==> config.mk <==
export PLATFORM = sky130hd
export DESIGN_NAME = tank_level_pump_controller_top_flat
export DESIGN_NICKNAME = d
export VERILOG_FILES = /design/src/rtl/tlpc_pkg.sv /design/src/rtl/tlpc_ifs.sv /design/src/rtl/tank_level_pump_controller_top.sv /design/src/rtl/tlpc_div.sv /design/src/flat_wrapper.sv
export SDC_FILE = /design/constraint.sdc
export NUM_CORES = 1
export LEC_CHECK = 0
export BUFFER_PORTS_ARGS = -buffer_cell sky130_fd_sc_hd__buf_2
export CELL_PAD_IN_SITES_DETAIL_PLACEMENT = 1
export CELL_PAD_IN_SITES_GLOBAL_PLACEMENT = 1
export CORE_ASPECT_RATIO = 0.7
export CORE_MARGIN = 5
export CORE_UTILIZATION = 35
export DETAILED_ROUTE_END_ITERATION = 10
export PLACE_DENSITY_LB_ADDON = 0.1
export SLEW_MARGIN = 20
export SYNTH_ARGS = -nofsm -noshare
export SYNTH_HDL_FRONTEND = slang
export SYNTH_SLANG_ARGS = --single-unit
export TNS_END_PERCENT = 10
==> constraint.sdc <==
create_clock -name clk -period 10.7 [get_ports clk]
set_clock_uncertainty 0.05 [all_clocks]
set_input_delay 2.675 -clock clk [delete_from_list [all_inputs] [get_ports clk]]
set_output_delay 2.675 -clock clk [all_outputs]
set_load 0.1 [all_outputs]
==> src/rtl/tlpc_pkg.sv <==
// Types and constants shared by the tank level pump controller.
// No dependencies; compile first.
package tlpc_pkg;

	localparam int SAMPLE_FIELDS = 5;
	localparam int MV_W          = 12;
	localparam int PCT_W         = 7;
	localparam int LEVEL_W       = 10;
	localparam int SUM_W         = 15;
	localparam int NUM_W         = 24;
	localparam int DEN_W         = 16;
	localparam int QUOT_W        = 21;
	localparam int DMAG_W        = 15;
	localparam int CFG_IDX_W     = 3;
	localparam int CFG_DATA_W    = 12;
	localparam int CMP_W         = 11;

	typedef enum logic [CFG_IDX_W-1:0] {
		CFG_LEVEL_LOW    = 3'd0,
		CFG_LEVEL_HIGH   = 3'd1,
		CFG_REFILL_START = 3'd2,
		CFG_REFILL_SPLIT = 3'd3,
		CFG_SENSOR_LOW   = 3'd4,
		CFG_SENSOR_HIGH  = 3'd5,
		CFG_MOIST_OVR    = 3'd6
	} cfg_idx_t;

	typedef enum logic [1:0] {
		ERR_NONE  = 2'd0,
		ERR_LOW   = 2'd1,
		ERR_HIGH  = 2'd2,
		ERR_FAULT = 2'd3
	} err_t;

	typedef enum logic [1:0] {
		ST_IDLE,
		ST_SETUP,
		ST_DIV,
		ST_DONE
	} state_t;

	typedef struct packed {
		logic [MV_W-1:0] sample_a;
		logic [MV_W-1:0] sample_b;
		logic [MV_W-1:0] sample_c;
		logic [MV_W-1:0] sample_d;
		logic [MV_W-1:0] sample_e;
		logic            moisture_alarm;
	} tlpc_in_t;

	typedef struct packed {
		logic signed [LEVEL_W-1:0] level_percent;
		logic                      main_pump_on;
		logic                      main_pump_forced;
		logic                      refill_pump_first;
		logic                      refill_pump_second;
		logic                      filling;
		logic [1:0]                error_class;
		logic                      error_urgent;
	} tlpc_out_t;

	typedef struct packed {
		logic start;
		logic done;
	} div_ctl_t;

endpackage

==> src/rtl/tlpc_ifs.sv <==
// Valid/ready channels for sensor items and controller results.
// Depends on tlpc_pkg.
interface tlpc_in_if import tlpc_pkg::*; ();
	logic     valid;
	logic     ready;
	tlpc_in_t data;

	modport source (output valid, output data, input ready);
	modport sink (input valid, input data, output ready);
endinterface

interface tlpc_out_if import tlpc_pkg::*; ();
	logic      valid;
	logic      ready;
	tlpc_out_t data;

	modport source (output valid, output data, input ready);
	modport sink (input valid, input data, output ready);
endinterface

==> src/rtl/tank_level_pump_controller_top.sv <==
// Tank level pump controller: averages level sensor samples to a fill
// percent and runs refill and delivery pump control.
// Depends on tlpc_pkg, tlpc_ifs and tlpc_div.
//
// Use: one sensor item per tick enters on the sensor channel (valid/ready);
// one result item per sensor item leaves on the result channel.
// The percent comes from a serial divider yielding one quotient bit per
// cycle over 21 bits; an item passes setup, division (skipped when the
// sensor voltages are equal, a sensor fault) and the final state to the
// result register; a new item is taken in the cycle after a result is loaded.
// sensor.ready is high only while the sequencer waits for an item.
// The result register holds its item until taken; while it is full the
// next sensor item is still accepted and worked on, and its result waits
// in the final state until the register frees.
// Configuration registers are written through cfg_we/cfg_index/cfg_data by
// the user only while the block is idle; the block does not enforce this.
// Unknown indexes are ignored. Reset loads the configuration defaults,
// clears the pump and fill state and empties the result register.
module tank_level_pump_controller_top import tlpc_pkg::*; #(
	parameter int SAMPLES_PER_TICK = 5
) (
	input  logic                  clk,
	input  logic                  arst_n,
	tlpc_in_if.sink               sensor,
	tlpc_out_if.source            result,
	input  logic                  cfg_we,
	input  logic [CFG_IDX_W-1:0]  cfg_index,
	input  logic [CFG_DATA_W-1:0] cfg_data
);

	localparam int NEFF = (SAMPLES_PER_TICK > SAMPLE_FIELDS) ? SAMPLE_FIELDS :
		((SAMPLES_PER_TICK < 1) ? 1 : SAMPLES_PER_TICK);

	// configuration
	logic [PCT_W-1:0] level_low_q, level_high_q, refill_start_q, refill_split_q;
	logic [MV_W-1:0]  sensor_low_q, sensor_high_q;
	logic             moist_ovr_q;

	// control state
	state_t state_q, state_d;
	logic   fill_q, pump1_q, pump2_q, main_q, forced_q;
	logic   out_valid_q;
	tlpc_out_t out_q;

	// item payload
	logic [MV_W-1:0]           smp_q [SAMPLE_FIELDS];
	logic                      moist_q;
	logic signed [LEVEL_W-1:0] p_q;
	logic                      num_neg_q;

	// datapath
	logic [SUM_W-1:0]          sum;
	logic [SUM_W-1:0]          nlow;
	logic signed [SUM_W+1:0]   diff;
	logic signed [NUM_W-1:0]   num;
	logic signed [MV_W:0]      span;
	logic signed [DEN_W-1:0]   den;
	logic [QUOT_W-1:0]         num_mag;
	logic [DMAG_W-1:0]         den_mag;
	logic                      fault;
	logic [QUOT_W-1:0]         quot;
	div_ctl_t                  div_in, div_out;
	logic                      fire;
	logic                      load;
	logic signed [LEVEL_W-1:0] p_sat;

	// decisions
	logic signed [CMP_W-1:0] px, lh, lh5, ll, lrs, lsplit;
	logic                    moist_block;
	logic                    fill_d, pump1_d, pump2_d, main_d, forced_d;
	err_t                    err_d;

	always_ff @(posedge clk or negedge arst_n) begin
		if (!arst_n) begin
			level_low_q    <= PCT_W'(30);
			level_high_q   <= PCT_W'(80);
			refill_start_q <= PCT_W'(50);
			refill_split_q <= PCT_W'(15);
			sensor_low_q   <= MV_W'(900);
			sensor_high_q  <= MV_W'(1900);
			moist_ovr_q    <= 1'b0;
		end else if (cfg_we) begin
			case (cfg_index)
				CFG_LEVEL_LOW:    level_low_q    <= cfg_data[PCT_W-1:0];
				CFG_LEVEL_HIGH:   level_high_q   <= cfg_data[PCT_W-1:0];
				CFG_REFILL_START: refill_start_q <= cfg_data[PCT_W-1:0];
				CFG_REFILL_SPLIT: refill_split_q <= cfg_data[PCT_W-1:0];
				CFG_SENSOR_LOW:   sensor_low_q   <= cfg_data;
				CFG_SENSOR_HIGH:  sensor_high_q  <= cfg_data;
				CFG_MOIST_OVR:    moist_ovr_q    <= cfg_data[0];
				default:          ;
			endcase
		end
	end

	// operand setup
	always_comb begin
		sum = '0;
		for (int i = 0; i < NEFF; i++) begin
			sum = sum + SUM_W'(smp_q[i]);
		end
	end

	assign nlow    = SUM_W'(NEFF) * SUM_W'(sensor_low_q);
	assign diff    = $signed({2'b00, sum}) - $signed({2'b00, nlow});
	assign num     = NUM_W'(diff) * NUM_W'(100);
	assign span    = $signed({1'b0, sensor_high_q}) - $signed({1'b0, sensor_low_q});
	assign den     = DEN_W'(span) * DEN_W'(NEFF);
	assign num_mag = num[NUM_W-1] ? QUOT_W'(-num) : QUOT_W'(num);
	assign den_mag = den[DEN_W-1] ? DMAG_W'(-den) : DMAG_W'(den);
	assign fault   = (sensor_high_q == sensor_low_q);

	assign div_in.start = (state_q == ST_SETUP) && !fault;
	assign div_in.done  = 1'b0;

	tlpc_div u_div (
		.clk     (clk),
		.arst_n  (arst_n),
		.ctl_in  (div_in),
		.num     (num_mag),
		.den     (den_mag),
		.ctl_out (div_out),
		.quot    (quot)
	);

	always_comb begin
		if (num_neg_q) begin
			p_sat = (quot > QUOT_W'(512)) ? LEVEL_W'(-512) : -$signed(LEVEL_W'(quot));
		end else begin
			p_sat = (quot > QUOT_W'(511)) ? LEVEL_W'(511) : $signed(LEVEL_W'(quot));
		end
	end

	// sequencer
	assign fire = !out_valid_q || result.ready;

	always_comb begin
		state_d = state_q;
		case (state_q)
			ST_IDLE:  if (sensor.valid) state_d = ST_SETUP;
			ST_SETUP: state_d = fault ? ST_DONE : ST_DIV;
			ST_DIV:   if (div_out.done) state_d = ST_DONE;
			ST_DONE:  if (fire) state_d = ST_IDLE;
			default:  state_d = ST_IDLE;
		endcase
	end

	always_comb begin
		sensor.ready = (state_q == ST_IDLE);
		load         = (state_q == ST_DONE) && fire;
	end

	always_ff @(posedge clk or negedge arst_n) begin
		if (!arst_n) begin
			state_q <= ST_IDLE;
		end else begin
			state_q <= state_d;
		end
	end

	always_ff @(posedge clk) begin
		if (sensor.valid && sensor.ready) begin
			smp_q[0] <= sensor.data.sample_a;
			smp_q[1] <= sensor.data.sample_b;
			smp_q[2] <= sensor.data.sample_c;
			smp_q[3] <= sensor.data.sample_d;
			smp_q[4] <= sensor.data.sample_e;
			moist_q  <= sensor.data.moisture_alarm;
		end
		if (state_q == ST_SETUP) begin
			num_neg_q <= num[NUM_W-1] ^ den[DEN_W-1];
			if (fault) p_q <= '0;
		end
		if (div_out.done) begin
			p_q <= p_sat;
		end
	end

	// pump and error decisions
	assign px          = CMP_W'(p_q);
	assign lh          = $signed({4'b0000, level_high_q});
	assign lh5         = lh - CMP_W'(5);
	assign ll          = $signed({4'b0000, level_low_q});
	assign lrs         = $signed({4'b0000, refill_start_q});
	assign lsplit      = ll + $signed({4'b0000, refill_split_q});
	assign moist_block = moist_q && !moist_ovr_q;

	always_comb begin
		fill_d   = fill_q;
		pump1_d  = pump1_q;
		pump2_d  = pump2_q;
		main_d   = main_q;
		forced_d = forced_q;
		err_d    = ERR_NONE;
		if (!fault && px >= 0 && px < lh) begin
			if (px > ll) begin
				err_d    = ERR_NONE;
				main_d   = !moist_block;
				forced_d = 1'b0;
				if (fill_q && px >= lh5) begin
					pump1_d = 1'b0;
					pump2_d = 1'b0;
					fill_d  = 1'b0;
				end else if (fill_q || px < lrs) begin
					fill_d = 1'b1;
					if (moist_block) begin
						pump1_d = 1'b0;
						pump2_d = 1'b0;
					end else if (px <= lsplit) begin
						pump1_d = 1'b1;
					end else begin
						pump2_d = 1'b1;
					end
				end
			end else begin
				err_d    = ERR_LOW;
				main_d   = 1'b0;
				forced_d = 1'b0;
			end
		end else begin
			pump1_d = 1'b0;
			pump2_d = 1'b0;
			if (!fault && px >= 0) begin
				err_d    = ERR_HIGH;
				main_d   = 1'b1;
				forced_d = 1'b1;
			end else begin
				err_d    = ERR_FAULT;
				main_d   = 1'b0;
				forced_d = 1'b0;
			end
		end
	end

	always_ff @(posedge clk or negedge arst_n) begin
		if (!arst_n) begin
			fill_q      <= 1'b0;
			pump1_q     <= 1'b0;
			pump2_q     <= 1'b0;
			main_q      <= 1'b0;
			forced_q    <= 1'b0;
			out_valid_q <= 1'b0;
		end else begin
			if (load) begin
				fill_q      <= fill_d;
				pump1_q     <= pump1_d;
				pump2_q     <= pump2_d;
				main_q      <= main_d;
				forced_q    <= forced_d;
				out_valid_q <= 1'b1;
			end else if (result.ready) begin
				out_valid_q <= 1'b0;
			end
		end
	end

	always_ff @(posedge clk) begin
		if (load) begin
			out_q.level_percent      <= p_q;
			out_q.main_pump_on       <= main_d;
			out_q.main_pump_forced   <= forced_d;
			out_q.refill_pump_first  <= pump1_d;
			out_q.refill_pump_second <= pump2_d;
			out_q.filling            <= fill_d;
			out_q.error_class        <= err_d;
			out_q.error_urgent       <= err_d[1];
		end
	end

	assign result.valid = out_valid_q;
	assign result.data  = out_q;

	a_forced_high: assert property (@(posedge clk) disable iff (!arst_n)
		result.valid && result.data.main_pump_forced |->
			result.data.main_pump_on && result.data.error_class == ERR_HIGH)
		else $error("forced main pump without too-high error");

	a_fault_off: assert property (@(posedge clk) disable iff (!arst_n)
		result.valid && result.data.error_class == ERR_FAULT |->
			!result.data.main_pump_on && !result.data.refill_pump_first &&
			!result.data.refill_pump_second)
		else $error("pumps running on sensor fault");

	a_div_done: assert property (@(posedge clk) disable iff (!arst_n)
		div_out.done |-> state_q == ST_DIV)
		else $error("divider finished outside division phase");

	a_load_after_work: assert property (@(posedge clk) disable iff (!arst_n)
		$rose(result.valid) |-> $past(state_q == ST_DONE))
		else $error("result item appeared without a finished item");

endmodule

==> src/rtl/tlpc_div.sv <==
// Restoring serial divider, one quotient bit per cycle, unsigned magnitudes.
// Depends on tlpc_pkg.
module tlpc_div import tlpc_pkg::*; (
	input  logic                clk,
	input  logic                arst_n,
	input  div_ctl_t            ctl_in,
	input  logic [QUOT_W-1:0]   num,
	input  logic [DMAG_W-1:0]   den,
	output div_ctl_t            ctl_out,
	output logic [QUOT_W-1:0]   quot
);

	localparam int CNT_W = $clog2(QUOT_W);

	logic               busy_q;
	logic               done_q;
	logic [CNT_W-1:0]   cnt_q;
	logic [QUOT_W-1:0]  quot_q;
	logic [DMAG_W-1:0]  rem_q;
	logic [DMAG_W-1:0]  den_q;
	logic [DMAG_W:0]    shifted;
	logic [DMAG_W+1:0]  trial;
	logic               qbit;

	assign shifted = {rem_q, quot_q[QUOT_W-1]};
	assign trial   = {1'b0, shifted} - {2'b00, den_q};
	assign qbit    = ~trial[DMAG_W+1];

	always_ff @(posedge clk or negedge arst_n) begin
		if (!arst_n) begin
			busy_q <= 1'b0;
			done_q <= 1'b0;
			cnt_q  <= '0;
		end else begin
			done_q <= 1'b0;
			if (ctl_in.start) begin
				busy_q <= 1'b1;
				cnt_q  <= '0;
			end else if (busy_q) begin
				cnt_q <= cnt_q + 1'b1;
				if (cnt_q == CNT_W'(QUOT_W - 1)) begin
					busy_q <= 1'b0;
					done_q <= 1'b1;
				end
			end
		end
	end

	always_ff @(posedge clk) begin
		if (ctl_in.start) begin
			quot_q <= num;
			rem_q  <= '0;
			den_q  <= den;
		end else if (busy_q) begin
			quot_q <= {quot_q[QUOT_W-2:0], qbit};
			rem_q  <= qbit ? trial[DMAG_W-1:0] : shifted[DMAG_W-1:0];
		end
	end

	assign ctl_out.start = busy_q;
	assign ctl_out.done  = done_q;
	assign quot          = quot_q;

endmodule

==> src/flat_wrapper.sv <==
// flat-port wrapper written by rule: the top's interface ports become plain ports
module tank_level_pump_controller_top_flat import tlpc_pkg::*;
#(
	parameter int SAMPLES_PER_TICK = 5
)
  (clk, arst_n, cfg_we, cfg_index, cfg_data, sensor_valid, sensor_data, sensor_ready, result_valid, result_data, result_ready);
  tlpc_in_if sensor_i ();
  tlpc_out_if result_i ();
  input  logic clk;
  input  logic arst_n;
  input  logic cfg_we;
  input  logic [CFG_IDX_W-1:0] cfg_index;
  input  logic [CFG_DATA_W-1:0] cfg_data;
  input wire logic [$bits(sensor_i.valid)-1:0] sensor_valid;
  input wire logic [$bits(sensor_i.data)-1:0] sensor_data;
  output wire logic [$bits(sensor_i.ready)-1:0] sensor_ready;
  output wire logic [$bits(result_i.valid)-1:0] result_valid;
  output wire logic [$bits(result_i.data)-1:0] result_data;
  input wire logic [$bits(result_i.ready)-1:0] result_ready;
  assign sensor_i.valid = sensor_valid;
  assign sensor_i.data = sensor_data;
  assign sensor_ready = sensor_i.ready;
  assign result_valid = result_i.valid;
  assign result_data = result_i.data;
  assign result_i.ready = result_ready;
  tank_level_pump_controller_top #(.SAMPLES_PER_TICK(SAMPLES_PER_TICK)) u_core (.clk(clk), .arst_n(arst_n), .sensor(sensor_i), .result(result_i), .cfg_we(cfg_we), .cfg_index(cfg_index), .cfg_data(cfg_data));
endmodule
=== After elaboration in Yosys (flattened, before gate mapping) ===
Memory sizes are Yosys's and may differ from the RTL's.
Cells that the tools add are included.

* Divide/modulo/power cells: 0
* Eq/ne operators: 14
* Shifts and indexed selects: 0
* Magnitude comparators: 8
* $mul: 3
* Reductions and logical operators: 28
* Muxes and demuxes: 50
* Add/sub/neg operators: 13
* Bitwise gates (word level): 2

{| class="wikitable"
|+ Operator list
! operator !! number
|-
| 21-bit two-way mux || 3
|-
| 10-bit two-way mux || 6
|-
| 15-bit by 12-bit adder with 15-bit output || 3
|-
| 1-bit two-way mux || 32
|-
| 15-bit two-way mux || 2
|-
| 16-bit by 6-bit multiplier with 22-bit output, second input constant || 1
|-
| 21-bit by 10-bit > comparator with 1-bit output, second input constant || 1
|-
| 21-bit by 9-bit > comparator with 1-bit output, second input constant || 1
|-
| 21-bit negation || 1
|-
| 10-bit by 8-bit < comparator with 1-bit output || 2
|-
| 16-bit by 15-bit subtractor with 17-bit output || 1
|-
| 13-bit by 4-bit multiplier with 16-bit output, second input constant || 1
|-
| 2-bit AND reduction || 8
|-
| 15-bit by 15-bit subtractor with 16-bit output || 1
|-
| 3-bit by 12-bit multiplier with 15-bit output, first input constant || 1
|-
| 15-bit negation || 1
|-
| 12-bit by 12-bit adder with 13-bit output || 1
|-
| 12-bit by 12-bit subtractor with 13-bit output || 1
|-
| 12-bit equality test || 1
|-
| 10-bit by 1-bit greater-or-equal comparator with 1-bit output, second input constant || 1
|-
| 10-bit by 8-bit greater-or-equal comparator with 1-bit output || 1
|-
| 10-bit by 8-bit > comparator with 1-bit output || 1
|-
| 10-bit by 9-bit less-or-equal comparator with 1-bit output || 1
|-
| 5-bit two-way mux || 2
|-
| 23 further kinds || 44
|}

* Register bits after elaboration: 147
* Latch bits: 0
* Bits in writable memories: 60
* Memories kept: 1
* Input bits: 81
* ROM bits: 0
* Output and inout port bits: 20
* Word-level logic and storage cells: 148

{| class="wikitable"
|+ Memories
! name !! words !! bits a word !! read ports !! clocked after Yosys merged registers in !! wr ports !! RTL line !! source
|-
| u_core.smp_q || 5 || 12 || 5 || 0 || 5 || tank_level_pump_controller_top.sv:46 || <nowiki>logic [MV_W-1:0] smp_q [SAMPLE_FIELDS];</nowiki>
|}

=== Depth between registers and ports, before layout ===
An unclocked memory read counts as a cell.

* Depth in word-level cells: 10
* Mapped depth: 44
* Mapped depth without buffers: 41

=== By module ===
A second synthesis with hierarchy kept.

* Cell total of the unflattened synthesis: 1536
* Area total of the unflattened synthesis: 15830.2 um^2

{| class="wikitable"
|+ By module, submodules not included
! module !! area an instance (um^2) !! times used !! cells an instance !! seq. area each (um^2)
|-
| tank_level_pump_controller_top || 12688.4 || 1 || 1249 || 4179.0
|-
| tlpc_div || 3141.8 || 1 || 287 || 1556.5
|}

=== Worst setup path after synthesis ===
No wires, ideal clock.

* Path type: register to register
* From: memory u_core.smp_q[0][0]
* To: register u_core.u_div.quot_q[20], in the netlist u_core.u_div.quot[20] (data pin)
* Buffers on the path: 1
* Slack: 1829 ps
* Data required time: 10391 ps
* Clock period less this slack: 8871 ps
* Stages on the path, launching flop included: 41
* Setup time: 259 ps
* Data arrival time: 8562 ps
* Path through: edfxtp_1 ha_1 inv_1 fa_1 nor2b_1 o21ai_0 a21boi_0 o21ai_0 a21oi_1 o21a_1 nor2_1 xnor2_1 fa_1 inv_1 fa_1 inv_1 ha_1 and3_1 [5 not listed] ha_1 a21oi_1 inv_1 a221oi_2 xor2_1 inv_1 fa_1 ha_1 ha_1 and3_1 o211ai_1 a21oi_2 o31ai_1 a31oi_1 xor2_1 buf_4 nor3_1 a211o_1

{| class="wikitable"
|+ RTL lines
! what !! RTL line !! source
|-
| start: declaration || tank_level_pump_controller_top.sv:46 ||
|-
| end signal: assignment || tlpc_div.sv:51 || <nowiki>quot_q <= num;</nowiki>
|-
| end signal: assignment || tlpc_div.sv:55 || <nowiki>quot_q <= {quot_q[QUOT_W-2:0], qbit};</nowiki>
|-
| end: declaration || tlpc_div.sv:18 || <nowiki>logic [QUOT_W-1:0] quot_q;</nowiki>
|}

==> metrics.csv <==
metric;value;unit
status;completed;
TritonCTS clock tree;yes;
min-delay worst type;reg2reg;
CTS resizes;0;
Yosys reg bits;206;
largest net degree at the start of global routing;67;
Final nets;2055;
top cell type's share of synthesized area;0.2336;
worst-path cell with the longest stage delay;or4_1;
ys async rst share;0.3204;
Max Clk Rate;100.9;MHz
first-pass GRT wire length;66410;um
final period utilization;0.9263;
IO Port Bufs;100;
Layout area overhead;13.07;%
vias in the first global route;12353;
initial DRC count;600;
CP required;11.05;ns
# setup viols final;0;
Setup WS pre-CTS;0.4597;ns
unrepaired setup endpoints after global routing;false;
critical path arrival;10.26;ns
Startpoint Class;flop;
min cycle time layout;9.911;ns
setup_tns;0;ns
Multi-input gate area;9417;um2
GPL Wtd Cong;0.7931;
DR WL/cell;17.51;um
n_diodes;0;
Hold Buf Count CTS;0;
chip height;189.3;um
Skew-Pair Late Insertion Delay;0.56;ns
Vias;12073;
FF+latch area;5736;um2
Slew Limit Headroom;0.3307;
die area;50370;um2
number of synthesized flops with an enable pin;125;
CTS Buf Count;25;
# Post-CTS Setup Buffers;0;
Pre-antenna DRT Iters;5;
worst setup margin;0.7886;ns
hold path depth;2;
synthesized cell area;16070;um2
row cnt;65;
Area contributors post-synth;edfxtp_1 (23%), ha_1 (16%), dfrtp_1 (6.5%);
DRT Wirelength;40890;um
GRT Residual Overflow;0;
CTS Sinks;206;
ys flop type;edfxtp_1;
core area;45220;um2
Mapped Nets;1945;
Clock Path Buffers;3;
Fin. Hold Viols;0;
Clock Pin Slew Worst Setup and Hold Paths;0.06;ns
max-capacitance violation count;0;
# IOs;101;
commonest non-fill, non-tap cell in the layout;inv_1;
H-Tree Depth;1;
Post-DP HPWL;32560;um
GRT Util Overall;0.1596;
Avg Inst Size Synth;10.03;um2
Post-Layout Cell Count;2335;
Initial Util;0.3554;
CP Class;reg2reg;
drt drc;0;
sequential fraction of the synthesis area;0.3569;
initial antenna violation count;0;
post-synth top area cell;edfxtp_1;
CP Capture Type;flop;
filler instances;5146;
synthesized instance count;1603;
worst-margin pin slew;1.003;ns
share of cells above drive strength 1;0.1409;
Ys Warns;0;
placed cells;2289;
most frequent cells in the layout;inv_1 (211), ha_1 (209), edfxtp_1 (125);
Final Max Slew Viols;0;
Final ANT Viol Nets;0;
r2r worst-path depth;40;
Root Buffer;clkbuf_16;
Die W;266.1;um
Synth cell types;86;
vias per cell;5.170;
worst-path maximum fanout;26;
critical path's largest stage delay;0.52;ns
routing by layer:
layer | global-route usage | vias up | part of all wire
met2 | 0.2483 | 115 | 0.44
li1 | - | 5960 | -
met4 | 0.02632 | 0 | 0.016
met5 | 0 | - | 0
met1 | 0.2424 | 5961 | 0.52
met3 | 0.01936 | 37 | 0.025
layout make-up:
cell class,instances,area share
Multi-Input combinational cell,1156,0.5182
Sequential cell,206,0.3156
Inverter,211,0.04359
Clock buffer,36,0.04200
Tap cell,603,0.04152
Timing Repair Buffer,113,0.03291
Clock inverter,10,0.006128
logic make-up (layout without fill, tap and decap cells):
family,Yosys count,in the layout,share of synthesized area
compound gates,364,364,0.1518
xor+xnor,96,96,0.05232
fa+ha+maj,261,261,0.2275
buf+inv,241,370,0.05800
flops,206,206,0.3569
mux,41,41,0.02803
simple gates,394,394,0.1254
synthesized netlist by cell type (10+ instances only):
cell type	n
o21bai_1	10
mux2_2	28
a21o_1	24
dfstp_2	24
o211ai_1	18
mux2i_1	12
o21ai_0	85
nor4_1	11
a211oi_1	10
or4_1	12
nand2b_1	15
a31oi_1	18
dfxtp_1	15
nand4_1	13
or3_1	12
nor2_1	82
nand3_1	29
fa_1	52
edfxtp_1	125
a21oi_1	78
nor3_1	35
clkbuf_1	21
inv_1	211
o21a_1	28
nor2b_1	24
xor2_1	38
dfrtp_1	42
ha_1	209
xnor2_1	58
nand2_1	104
registers in the layout, indices dropped and copies added, names as in the netlist, 10 cells and up:
register              flops
u_core.u_div.rem_q       15
u_core.u_div.den_q       15
u_core.sensor_high_q     12
u_core.u_div.quot        21
u_core.result.data       17
u_core.smp_q             60
u_core.sensor_low_q      12
u_core.p_q               10
per-stage QoR:
stage / hold WS, ns / cell area, um2 / utilization
6_report: 0.4558 / 18170 / 0.4019
5_1_grt: 0.4792 / 18170 / 0.4019
4_1_cts: 0.4550 / 18160 / 0.4017
3_5_place_dp: 0.4449 / 17290 / 0.3823
3_3_place_gp: 0.4324 / 17290 / 0.3823
2_1_floorplan: 0.3906 / 16070 / -
final timing paths:
kind / from / slack, ns / to
min: u_core.refill_start_q[5]$_DFFE_PN1P_ / 0.46 / u_core.refill_start_q[5]$_DFFE_PN1P_
min reg2reg: u_core.refill_start_q[5]$_DFFE_PN1P_ / 0.46 / u_core.refill_start_q[5]$_DFFE_PN1P_
min in group asynchronous: arst_n / 2.28 / u_core.u_div.cnt_q[1]$_DFFE_PN0P_
max: u_core.smp_q[0][0]$_DFFE_PP_ / 0.79 / u_core.u_div.quot[14]$_DFFE_PP_
max reg2reg: u_core.smp_q[0][0]$_DFFE_PP_ / 0.79 / u_core.u_div.quot[14]$_DFFE_PP_
max in group asynchronous: arst_n / 7.65 / u_core.sensor_low_q[10]$_DFFE_PN0P_
worst max-delay path, delay by kind of cell (launching register included):
kind / cells / cell delay (ns)
xor+xnor: 4 / 0.66
simple gates: 6 / 1.22
compound gates: 14 / 2.91
flops: 1 / 0.33
buf+inv: 6 / 0.62
fa+ha+maj: 10 / 3.94
Power is not shown: default switching activity piles up to over one toggle a cycle in this logic, so the estimate is an artifact.
